## src/rtl/smlt_pkg.sv

```systemverilog
// types and constants shared by the sorted multiset table modules
`default_nettype none

package smlt_pkg;

  localparam int unsigned MODE_W      = 2;
  localparam int unsigned IN_VAL_W    = 32;
  localparam int unsigned CNT_W       = 6;
  localparam int unsigned RES_W       = 1 + CNT_W + CNT_W + 1;
  localparam int unsigned RES_TDATA_W = ((RES_W + 7) / 8) * 8;

  typedef enum logic [MODE_W-1:0] {
    OP_ADD    = 2'd0,
    OP_REMOVE = 2'd1,
    OP_SEARCH = 2'd2,
    OP_COUNT  = 2'd3
  } op_e;

  typedef enum logic [2:0] {
    ST_CLEAR,
    ST_IDLE,
    ST_DISPATCH,
    ST_START,
    ST_WALK,
    ST_LINK_A,
    ST_LINK_B,
    ST_DONE
  } state_e;

  // controller to datapath
  typedef struct packed {
    logic clear_en;
    logic load_req;
    logic pop_en;
    logic start_en;
    logic step_en;
    logic commit_a;
    logic commit_b;
    logic out_load;
  } cmd_t;

  // datapath to controller
  typedef struct packed {
    op_e  op;
    logic full;
    logic head_null;
    logic advance;
    logic last;
    logic clr_last;
    logic out_free;
  } sts_t;

endpackage

`default_nettype wire

```

## src/rtl/smlt_ctrl.sv

```systemverilog
// sequencer for the sorted multiset table: clear pass, dispatch, walk, relink
`default_nettype none

module smlt_ctrl (
  input  wire logic          clk_i,
  input  wire logic          rst_ni,
  input  wire logic          in_valid_i,
  output logic               in_ready_o,
  input  wire smlt_pkg::sts_t sts_i,
  output smlt_pkg::cmd_t     cmd_o
);
  import smlt_pkg::*;

  state_e state_q, state_d;

  always_ff @(posedge clk_i or negedge rst_ni) begin
    if (!rst_ni) begin
      state_q <= ST_CLEAR;
    end else begin
      state_q <= state_d;
    end
  end

  // next state
  always_comb begin
    state_d = state_q;
    unique case (state_q)
      ST_CLEAR: begin
        if (sts_i.clr_last) state_d = ST_IDLE;
      end
      ST_IDLE: begin
        if (in_valid_i) state_d = ST_DISPATCH;
      end
      ST_DISPATCH: begin
        if (sts_i.op == OP_ADD && sts_i.full) state_d = ST_DONE;
        else state_d = ST_START;
      end
      ST_START: begin
        if (!sts_i.head_null) state_d = ST_WALK;
        else if (sts_i.op == OP_ADD) state_d = ST_LINK_A;
        else state_d = ST_DONE;
      end
      ST_WALK: begin
        if (sts_i.advance && !sts_i.last) begin
          state_d = ST_WALK;
        end else begin
          unique case (sts_i.op)
            OP_ADD:    state_d = ST_LINK_A;
            OP_REMOVE: state_d = sts_i.advance ? ST_DONE : ST_LINK_A;
            OP_SEARCH: state_d = ST_DONE;
            OP_COUNT:  state_d = ST_DONE;
            default:   state_d = ST_DONE;
          endcase
        end
      end
      ST_LINK_A: state_d = ST_LINK_B;
      ST_LINK_B: state_d = ST_DONE;
      ST_DONE: begin
        if (sts_i.out_free) state_d = ST_IDLE;
      end
      default: state_d = ST_IDLE;
    endcase
  end

  // outputs
  always_comb begin
    cmd_o      = '0;
    in_ready_o = 1'b0;
    unique case (state_q)
      ST_CLEAR: cmd_o.clear_en = 1'b1;
      ST_IDLE: begin
        in_ready_o     = 1'b1;
        cmd_o.load_req = in_valid_i;
      end
      ST_DISPATCH: cmd_o.pop_en   = (sts_i.op == OP_ADD) && !sts_i.full;
      ST_START:    cmd_o.start_en = 1'b1;
      ST_WALK:     cmd_o.step_en  = 1'b1;
      ST_LINK_A:   cmd_o.commit_a = 1'b1;
      ST_LINK_B:   cmd_o.commit_b = 1'b1;
      ST_DONE:     cmd_o.out_load = sts_i.out_free;
      default:     cmd_o = '0;
    endcase
  end

endmodule

`default_nettype wire

```

## src/rtl/smlt_datapath.sv

```systemverilog
// node store, list pointers, walk registers and result register of the table
`default_nettype none

module smlt_datapath #(
  parameter int unsigned CAPACITY    = 32,
  parameter int unsigned VALUE_WIDTH = 32
) (
  input  wire logic                              clk_i,
  input  wire logic                              rst_ni,
  input  wire smlt_pkg::cmd_t                    cmd_i,
  output smlt_pkg::sts_t                         sts_o,
  input  wire logic [smlt_pkg::MODE_W-1:0]       in_mode_i,
  input  wire logic [smlt_pkg::IN_VAL_W-1:0]     in_value_i,
  input  wire logic                              cfg_we_i,
  input  wire logic                              cfg_desc_i,
  output logic                                   out_valid_o,
  input  wire logic                              out_ready_i,
  output logic [smlt_pkg::RES_TDATA_W-1:0]       out_data_o
);
  import smlt_pkg::*;

  localparam int unsigned AW    = (CAPACITY > 1) ? $clog2(CAPACITY) : 1;
  localparam int unsigned LW    = $clog2(CAPACITY + 1);
  localparam int unsigned EXT_W = (VALUE_WIDTH > IN_VAL_W) ? VALUE_WIDTH : IN_VAL_W;
  localparam logic [LW-1:0] LINK_NULL = LW'(CAPACITY);
  localparam logic [LW-1:0] LAST_STEP = LW'(CAPACITY - 1);
  localparam logic [AW-1:0] LAST_ADDR = AW'(CAPACITY - 1);

  // node store
  logic signed [VALUE_WIDTH-1:0] val_mem [CAPACITY];
  logic        [LW-1:0]          link_mem [CAPACITY];

  logic signed [VALUE_WIDTH-1:0] val_rd_q;
  logic        [LW-1:0]          link_rd_q;
  logic        [AW-1:0]          rd_addr;
  logic                          link_we;
  logic        [AW-1:0]          link_waddr;
  logic        [LW-1:0]          link_wdata;

  // request and list state
  op_e                           op_q;
  logic signed [VALUE_WIDTH-1:0] e_q;
  logic [EXT_W-1:0]              in_ext;
  logic                          desc_q;
  logic [LW-1:0]                 head_q, free_head_q, count_q;
  logic [LW-1:0]                 cur_q, prev_q, steps_q, next_q, node_q;
  logic [AW-1:0]                 clr_q;
  logic                          ok_q;
  logic [CNT_W-1:0]              occ_q;
  logic                          out_valid_q;
  logic [RES_TDATA_W-1:0]        out_data_q;

  logic equal, in_order, advance, prev_null;
  logic [LW-1:0] relink;

  assign in_ext = EXT_W'(in_value_i);

  always_comb begin
    unique case (1'b1)
      cmd_i.start_en: rd_addr = head_q[AW-1:0];
      cmd_i.step_en:  rd_addr = link_rd_q[AW-1:0];
      default:        rd_addr = free_head_q[AW-1:0];
    endcase
  end

  assign equal     = (val_rd_q == e_q);
  assign in_order  = desc_q ? (val_rd_q >= e_q) : (val_rd_q <= e_q);
  assign prev_null = (prev_q >= LINK_NULL);
  assign relink    = (op_q == OP_ADD) ? node_q : next_q;

  always_comb begin
    unique case (op_q)
      OP_ADD:    advance = in_order;
      OP_REMOVE: advance = !equal;
      OP_SEARCH: advance = !equal;
      OP_COUNT:  advance = 1'b1;
      default:   advance = 1'b1;
    endcase
  end

  // one write port on the link store
  always_comb begin
    link_we    = 1'b0;
    link_waddr = clr_q;
    link_wdata = LW'(clr_q) + LW'(1);
    priority if (cmd_i.clear_en) begin
      link_we = 1'b1;
    end else if (cmd_i.commit_a) begin
      link_we = 1'b1;
      if (op_q == OP_ADD) begin
        link_waddr = node_q[AW-1:0];
        link_wdata = cur_q;
      end else begin
        link_waddr = cur_q[AW-1:0];
        link_wdata = free_head_q;
      end
    end else if (cmd_i.commit_b) begin
      link_we    = !prev_null;
      link_waddr = prev_q[AW-1:0];
      link_wdata = relink;
    end
  end

  always_ff @(posedge clk_i) begin
    if (link_we) link_mem[link_waddr] <= link_wdata;
    if (cmd_i.pop_en) val_mem[free_head_q[AW-1:0]] <= e_q;
    link_rd_q <= link_mem[rd_addr];
    val_rd_q  <= val_mem[rd_addr];
  end

  // request payload and walk registers
  always_ff @(posedge clk_i) begin
    if (cmd_i.load_req) begin
      op_q <= op_e'(in_mode_i);
      e_q  <= in_ext[VALUE_WIDTH-1:0];
    end
    if (cmd_i.pop_en) node_q <= free_head_q;
    if (cmd_i.start_en) begin
      cur_q   <= head_q;
      prev_q  <= LINK_NULL;
      steps_q <= '0;
    end else if (cmd_i.step_en) begin
      if (advance) begin
        prev_q  <= cur_q;
        cur_q   <= link_rd_q;
        steps_q <= steps_q + LW'(1);
      end else begin
        next_q <= link_rd_q;
      end
    end
    if (cmd_i.out_load) begin
      out_data_q <= RES_TDATA_W'({(count_q >= LINK_NULL), CNT_W'(count_q), occ_q, ok_q});
    end
  end

  // control state
  always_ff @(posedge clk_i or negedge rst_ni) begin
    if (!rst_ni) begin
      desc_q      <= 1'b0;
      head_q      <= LINK_NULL;
      free_head_q <= '0;
      count_q     <= '0;
      clr_q       <= '0;
      ok_q        <= 1'b0;
      occ_q       <= '0;
      out_valid_q <= 1'b0;
    end else begin
      if (cfg_we_i) desc_q <= cfg_desc_i;
      if (cmd_i.clear_en) clr_q <= clr_q + AW'(1);
      if (cmd_i.load_req) begin
        ok_q  <= 1'b0;
        occ_q <= '0;
      end
      if (cmd_i.pop_en) free_head_q <= link_rd_q;
      if (cmd_i.step_en && equal && op_q == OP_COUNT) occ_q <= occ_q + CNT_W'(1);
      if (cmd_i.step_en && !advance && op_q == OP_SEARCH) ok_q <= 1'b1;
      if (cmd_i.commit_a && op_q == OP_REMOVE) free_head_q <= cur_q;
      if (cmd_i.commit_b) begin
        ok_q <= 1'b1;
        if (prev_null) head_q <= relink;
        if (op_q == OP_ADD) count_q <= count_q + LW'(1);
        else count_q <= count_q - LW'(1);
      end
      if (cmd_i.out_load) out_valid_q <= 1'b1;
      else if (out_ready_i) out_valid_q <= 1'b0;
    end
  end

  assign sts_o.op        = op_q;
  assign sts_o.full      = (count_q >= LINK_NULL) || (free_head_q >= LINK_NULL);
  assign sts_o.head_null = (head_q >= LINK_NULL);
  assign sts_o.advance   = advance;
  assign sts_o.last      = (link_rd_q >= LINK_NULL) || (steps_q == LAST_STEP);
  assign sts_o.clr_last  = (clr_q == LAST_ADDR);
  assign sts_o.out_free  = !out_valid_q || out_ready_i;

  assign out_valid_o = out_valid_q;
  assign out_data_o  = out_data_q;

endmodule

`default_nettype wire

```

## src/rtl/sorted_multiset_linked_table.sv

```systemverilog
// top level of the sorted multiset table: linked list in a node store with a free list
//
//  channel   direction  payload (low bit first)                      transaction
//  s_axis    in         tdata: value[31:0]; tuser: mode[1:0]          tvalid & tready
//  m_axis    out        tdata: ok, occurrences[5:0], element_count[5:0],
//                              full_res, zero pad to 16 bits          tvalid & tready
//  cfg       in         cfg_data_i: descending                        cfg_valid_i & cfg_ready_o
//
//  one request at a time: accept, dispatch, start, a walk over the nodes to visit,
//    the relink steps LINK_A and LINK_B for an add and for a remove that finds its value,
//    then the load of the result register; an add to a full store skips to the load
//  after reset a clearing pass over every node builds the free chain; s_axis
//    stays not ready meanwhile, cfg writes are taken at any time
//  the result register lets the next request in while a result waits on m_axis;
//    the load cycle stalls until that result is taken
`default_nettype none

module sorted_multiset_linked_table #(
  parameter int unsigned CAPACITY    = 32,
  parameter int unsigned VALUE_WIDTH = 32
) (
  input  wire logic                                clk_i,
  input  wire logic                                rst_ni,
  // request stream
  input  wire logic                                s_axis_tvalid,
  output logic                                     s_axis_tready,
  input  wire logic [smlt_pkg::IN_VAL_W-1:0]       s_axis_tdata,  // value
  input  wire logic [smlt_pkg::MODE_W-1:0]         s_axis_tuser,  // mode
  // result stream
  output logic                                     m_axis_tvalid,
  input  wire logic                                m_axis_tready,
  // ok, occurrences, element_count, full_res, zero pad
  output logic [smlt_pkg::RES_TDATA_W-1:0]         m_axis_tdata,
  // order register write
  input  wire logic                                cfg_valid_i,
  output logic                                     cfg_ready_o,
  input  wire logic                                cfg_data_i     // descending
);
  import smlt_pkg::*;

  cmd_t cmd;
  sts_t sts;

  // order register takes a write in any cycle
  assign cfg_ready_o = 1'b1;

  smlt_ctrl u_ctrl (
    .clk_i      (clk_i),
    .rst_ni     (rst_ni),
    .in_valid_i (s_axis_tvalid),
    .in_ready_o (s_axis_tready),
    .sts_i      (sts),
    .cmd_o      (cmd)
  );

  // payload is latched on the accepting edge, under the controller's load command
  smlt_datapath #(
    .CAPACITY    (CAPACITY),
    .VALUE_WIDTH (VALUE_WIDTH)
  ) u_datapath (
    .clk_i       (clk_i),
    .rst_ni      (rst_ni),
    .cmd_i       (cmd),
    .sts_o       (sts),
    .in_mode_i   (s_axis_tuser),
    .in_value_i  (s_axis_tdata),
    .cfg_we_i    (cfg_valid_i),
    .cfg_desc_i  (cfg_data_i),
    .out_valid_o (m_axis_tvalid),
    .out_ready_i (m_axis_tready),
    .out_data_o  (m_axis_tdata)
  );

endmodule

`default_nettype wire

```

## config.mk

```make
export PLATFORM = sky130hd
export DESIGN_NAME = sorted_multiset_linked_table
export DESIGN_NICKNAME = d
export VERILOG_FILES = /design/src/rtl/smlt_pkg.sv /design/src/rtl/smlt_ctrl.sv /design/src/rtl/smlt_datapath.sv /design/src/rtl/sorted_multiset_linked_table.sv
export SDC_FILE = /design/constraint.sdc
export NUM_CORES = 2
export LEC_CHECK = 0
export BUFFER_PORTS_ARGS = -buffer_cell sky130_fd_sc_hd__buf_4
export CORE_ASPECT_RATIO = 1.25
export CORE_UTILIZATION = 59
export CTS_BUF_LIST = sky130_fd_sc_hd__clkbuf_8
export CTS_CLUSTER_SIZE = 28
export DETAILED_ROUTE_END_ITERATION = 6
export GPL_TIMING_DRIVEN = 0
export PLACE_DENSITY = 0.83
export SLEW_MARGIN = 30
export SYNTH_ARGS = -nofsm -noshare
export SYNTH_HDL_FRONTEND = slang
export SYNTH_SLANG_ARGS = --single-unit
```

## constraint.sdc

```tcl
create_clock -name clk_i -period 3.9 [get_ports clk_i]
set_clock_uncertainty 0.1 [all_clocks]
set_input_delay 0.975 -clock clk_i [delete_from_list [all_inputs] [get_ports clk_i]]
set_output_delay 0.975 -clock clk_i [all_outputs]
set_load 0.05 [all_outputs]
```

-- Yosys cells after proc, flatten, opt, wreduce, memory -nomap -nowiden
Memory sizes are Yosys's and may differ from the RTL's. A register that Yosys moved wholly into a read port is not among the register bits.
Cells that the tools add are included.
- flip-flop bits (word level): 113
- RAM bits: 1216
- input port bits: 40
- output and inout port bits: 19
- logic and storage cells: 133
- memories: 2
- memories (memory ; depth ; width ; rd ports ; clocked after memory_dff ; write ports ; line ; source):
    u_datapath.val_mem ; 32 ; 32 ; 1 ; 1 ; 1 ; smlt_datapath.sv:30 ; logic signed [VALUE_WIDTH-1:0] val_mem [CAPACITY];
    u_datapath.link_mem ; 32 ; 6 ; 1 ; 1 ; 1 ; smlt_datapath.sv:31 ; logic [LW-1:0] link_mem [CAPACITY];
- add/subtract/negate cells: 6
- $lt $le $gt $ge: 7
- eq/ne operators: 16
- multiplexer cells: 51
- bitwise gates (word level): 2
- reductions and logical operators: 32
- operator list (operator ; count):
    $mux 6 ; 13
    $eq 32x32->1 ; 1
    $ge 32x32->1 ; 1
    $le 32x32->1 ; 1
    $ge 6x6->1 const B ; 5
    $pmux 3 s8 ; 1
    $mux 1 ; 22
    $mux 5 ; 4
    $add 6x1->6 const B ; 3
    $mux 3 ; 6
    $eq 3x3->1 const B ; 4
    $pmux 5 s2 ; 1
    $reduce_bool 2->1 ; 5
    $pmux 3 s3 ; 1
    $logic_and 1x1->1 ; 8
    $add 5x1->6 const B ; 1
    $eq 3x2->1 const B ; 2
    $eq 6x5->1 const B ; 1
    $logic_not 1->1 ; 6
    $reduce_and 2->1 ; 3
    $reduce_and 3->1 ; 2
    $sub 6x1->6 const B ; 1
    $add 5x1->5 const B ; 1
    $eq 5x5->1 const B ; 1
    other kinds (13) ; 20

-- Logic depth before layout (Yosys ltp)
- word-level depth: 8
- depth in mapped cells: 12
- gate-level depth less buffers: 11

-- Modules after synthesis
From an unflattened synthesis, not the netlist that was laid out.
- cell total of the unflattened synthesis: 3756
- area, all modules: 55607.1 um^2
- modules (own cells, without submodules) (module ; instances ; cells an instance ; area an instance (um^2) ; seq. area each (um^2)):
    smlt_datapath ; 1 ; 3714 ; 55264.3 ; 40299.9
    smlt_ctrl ; 1 ; 40 ; 331.6 ; 75.1
    sorted_multiset_linked_table ; 1 ; 2 ; 11.3 ; 0.0

-- Worst setup path before layout
Ideal clock, no wire load.
- path type: reg-to-reg
- start: register u_datapath.op_q[0]
- end: memory u_datapath.val_mem[31][0], enable pin
- library setup time: 421 ps
- arrival time: 3418 ps
- data required time: 3379 ps
- setup slack: -40 ps
- stages on the path, launching flop included: 10
- buffers on the path: 2
- period minus slack after synthesis: 3940 ps
- cells stage by stage: edfxtp_1 -> inv_1 -> ha_1 -> clkbuf_1 -> nand2_1 -> or4_1 -> clkbuf_1 -> inv_1 -> nand3_1 -> nor2_1
- RTL lines (what ; line ; source):
    start: declaration ; smlt_datapath.sv:41 ; op_e op_q;
    start signal: assignment ; smlt_datapath.sv:114 ; op_q <= op_e'(in_mode_i);
    end: declaration ; smlt_datapath.sv:30 ;

-- Final worst setup path
- start: register u_ctrl.state_q[0]
- end: register u_datapath.val_rd_q[27] (read register of u_datapath.val_mem)
- cells in the longest elaborated chain, start to end: 3
- elaborated cells on any way between the ends: 5
- classes of those cells: eq/ne: 2; mux: 3
- ends and longest elaborated chain (what ; line ; source):
    start: declaration ; smlt_ctrl.sv:14 ; state_e state_q, state_d;
    start signal: assignment ; smlt_ctrl.sv:20 ; state_q <= state_d;
    $eq 3x3->1 / $eq 3x2->1 (equally long branches) ; smlt_ctrl.sv:69 ; unique case (state_q)
    $mux 1 ; smlt_ctrl.sv:69 ;
    $pmux 5 s2 (*) ; smlt_datapath.sv:59 ; unique case (1'b1)
    end: declaration ; smlt_datapath.sv:33 ; logic signed [VALUE_WIDTH-1:0] val_rd_q;
Mark *: on every way between the ends. The rest lies on a longest branch, timed or not.
A chain may end at the register's enable or synchronous reset.

==> results_dict.tcl <==
set metrics [dict create \
    h-tree-depth 4 \
    peakVddDrop_mv 0.611 \
    crit_start "u_ctrl.state_q[0]" \
    io_pins 59 \
    routed_wirelength_mm 174 \
    cap_violations 0 \
    reg2reg_from "u_ctrl.state_q[0]" \
    finalHoldViolCount 0 \
    area_growth_pct 16.0 \
    yosys_warnings 0 \
    endpoint_kind "flip-flop" \
    r2r_end "u_datapath.val_rd_q[27]" \
    ys_types 76 \
    grt_pass1_wl_mm 239 \
    dr.pass1.iters 7 \
    grt_usage 0.356 \
    cts_max_path_buffers 3 \
    synthArstFlopShare 0.0256 \
    synthCells 3997 \
    p_comb_frac 0.498 \
    initial_core_util 0.599 \
    synth_area_mm2 0.0541 \
    p_per_area_mw_per_mm2 912 \
    setup_viol 37 \
    worst_slew_pin_slew_ns 1.52 \
    first_iter_violations 7095 \
    nets 4503 \
    synthFlopType "edfxtp_1" \
    antenna_found_initial 7 \
    max_freq_ghz 0.218 \
    dp_hpwl_mm 107 \
    status "finished, violations left" \
    root_buffer "clkbuf_8" \
    insertion_delay_ns 0.93 \
    vias 39581 \
    ant_nets 0 \
    cts_tree "done" \
    io_buffers 55 \
    drive_gt1_frac 0.160 \
    slew_viol_final 1 \
    grt_max_degree 36 \
    power.total_mw 57.2 \
    failed_checks "DRC, slew limit, setup timing" \
    place_congestion 0.955 \
    setup_slack_ns -0.694 \
    hp-start "s_axis_tuser[1]" \
    die_y_um 340 \
    core-area_mm2 0.0903 \
    min_path_type "primary input to flip-flop" \
    synth_edf_count 1282 \
    fp.dieW_um 273 \
    cts_buffers 196 \
    overflow 0 \
    dieArea_mm2 0.0929 \
    grt_pass1_vias 38010 \
    path_clk_slew_ns 0.07 \
    relSlewSlack -0.0109 \
    leakage_nw 22.4 \
    r2r_slack_ns -0.69 \
    clkSinkCount 1367 \
    power.switching_mw 27.2 \
    power.share.clock 0.187 \
    hold_end "u_datapath.op_q[1]" \
    required_ns 4.55 \
    wl_per_cell_um 30.1 \
    yosys_register_bits 1367 \
    swShare 0.476 \
    sequentialPowerShare 0.315 \
    worstSetupPathType "flip-flop to flip-flop" \
    syn-mean-instance-area_um2 13.5 \
    p_int_mw 30.0 \
    ys_seq_area_frac 0.747 \
    reg2regPathDepth 9 \
    min_path_cells 1 \
    hold_ws_ns 0.128 \
    start_kind "flip-flop" \
    place_ws_ns -0.688 \
    layout_min_cycle_time_ns 4.59 \
    drc_errors 29 \
    std_cell_rows 123 \
    viasPerCell 6.86 \
    cp_max_fo 10 \
    period_share 1.18 \
    cp.arrival_ns 5.25 \
]
==> power by group through the flow <==
stage               combinational [mW]  sequential [mW]  clock (mW)
finish                            28.5             18.0        10.7
global route                      29.1             18.0        11.2
CTS                               25.8             18.0        10.5
detailed placement                25.3             18.4           0
global placement                  23.6             18.5           0
floorplan                         14.7             18.4           0
==> placed cells by master, fill, tap and decap left out, drive strengths merged, types with 4 or more instances in the layout <==
| master | n |
|---|---|
| edfxtp | 1282 |
| nand2 | 998 |
| buf | 365 |
| nor2 | 324 |
| clkbuf | 313 |
| nand3 | 248 |
| a32oi | 149 |
| inv | 122 |
| mux2i | 92 |
| and3 | 81 |
| a31oi | 75 |
| o2111ai | 75 |
| clkinv | 59 |
| dfxtp | 50 |
| nand4 | 48 |
| ha | 44 |
| a21oi | 42 |
| o21ai | 41 |
| dfrtp | 34 |
| xnor2 | 9 |
| clkinvlp | 8 |
| nor2b | 8 |
| diode | 7 |
| o22ai | 7 |
| o221ai | 7 |
| nand3b | 6 |
| nor3 | 6 |
| a221o | 6 |
| xor2 | 5 |
| a221oi | 5 |
| nor3b | 5 |
| a21o | 4 |
| a211oi | 4 |
| o31ai | 4 |
==> how the worst max path moves through the flow <==
stage | to | depth (start not counted)
6_report | u_datapath.val_rd_q[27] | 9
3_3_place_gp | u_datapath.val_mem[27][9] | 9
4_1_cts | u_datapath.val_rd_q[24] | 10
3_5_place_dp | u_datapath.cur_q[1] | 9
5_1_grt | u_datapath.val_rd_q[27] | 9
2_1_floorplan | u_datapath.val_mem[31][0] | 9
==> worst max-delay path, cell delays in order, from the launching register on <==
cell and delay (ns):
dfrtp_1 0.41, buf_4 0.19, nor3b_4 0.35, nor2_1 0.19
a221oi_4 0.75, nor2_1 0.38, buf_2 0.37, buf_2 0.28
a32oi_1 1.21, nand4_1 0.17
==> synth_stat cells (9+ instances only) <==
cell type / number / share of area
edfxtp_1: 1282 / 0.71
nand2_1: 998 / 0.069
nor2_1: 323 / 0.022
nand3_1: 247 / 0.023
a32oi_1: 149 / 0.024
buf_2: 116 / 0.011
clkbuf_1: 99 / 0.0069
mux2i_1: 92 / 0.017
and3_1: 81 / 0.0094
a31oi_1: 75 / 0.0087
o2111ai_1: 75 / 0.012
dfxtp_1: 50 / 0.019
nand4_1: 48 / 0.0056
ha_1: 44 / 0.010
inv_1: 44 / 0.0031
a21oi_1: 41 / 0.0038
o21ai_0: 38 / 0.0035
dfrtp_1: 34 / 0.016
buf_4: 21 / 0.0029
xnor2_1: 9 / 0.0015
==> state kept, by name, indices dropped and copies added (netlist names), 6 cells and up <==
signal / cells
u_datapath.val_mem: 1024
u_datapath.link_mem: 192
u_datapath.prev_q: 6
u_datapath.cur_q: 6
u_datapath.next_q: 6
u_datapath.head_q: 6
u_datapath.link_rd_q: 6
u_datapath.val_rd_q: 32
u_datapath.e_q: 32
u_datapath.count_q: 6
u_datapath.steps_q: 6
u_datapath.node_q: 6
u_datapath.free_head_q: 6
u_datapath.occ_q: 6
u_datapath.out_data_o: 14
==> cell type report <==
type	count	area, um2
multi-input cells	2341	13000
clock inverters	146	677
well taps	1187	1490
clock buffers	212	2920
repair buffers	222	2870
fillers	5314	27600
flip-flops and latches	1367	40400
inverters	45	173
diodes	7	17.5
plain buffers	245	1170
==> cells by family (layout without fill, tap and decap cells) <==
group / after synthesis / in the layout / share of synthesized area
AO/OA/AOI/OAI: 440 / 440 / 0.0621
XOR/XNOR: 14 / 14 / 0.00227
adder cells (fa/ha/maj): 45 / 45 / 0.0105
buffers and inverters: 290 / 870 / 0.0246
flip-flops: 1367 / 1367 / 0.747
multiplexers: 95 / 95 / 0.0177
other: 2 / 10 / 0.000139
AND/OR/NAND/NOR: 1744 / 1744 / 0.136
==> layer usage <==
| metal | part of all wire | GRT usage | vias to the layer above |
|---|---|---|---|
| met5 | 0.0010 | 0.00877 | - |
| met4 | 0.11 | 0.321 | 8 |
| met3 | 0.13 | 0.0941 | 1151 |
| met2 | 0.45 | 0.548 | 4138 |
| met1 | 0.30 | 0.409 | 18571 |
| li1 | - | - | 15713 |
==> what timing repair did <==
| action | 4_1_cts | 5_1_grt |
|---|---|---|
| endpoints found under the hold margin | 34 | 0 |
| gates resized for setup | 13 | 61 |
| setup endpoints to repair | 567 | 707 |
| hold buffers | 1 | 0 |
| pin swaps | 10 | 11 |
| buffers inserted | 56 | 43 |
==> per-stage QoR <==
| step | area, um2 | cells | setup TNS, ns | utilization |
|---|---|---|---|---|
| after floorplan | 54100 | 3998 | -18.19 | - |
| after global placement | 56000 | 5240 | -1875.69 | 0.620 |
| after detailed placement | 57700 | 5306 | -221.89 | 0.639 |
| after CTS | 62000 | 5721 | 0 | 0.686 |
| after global routing | 62700 | 5766 | -5.59 | 0.694 |
| final | 62700 | 5772 | -5.52 | 0.694 |
No activity file was read; power rests on OpenSTA's default activity.
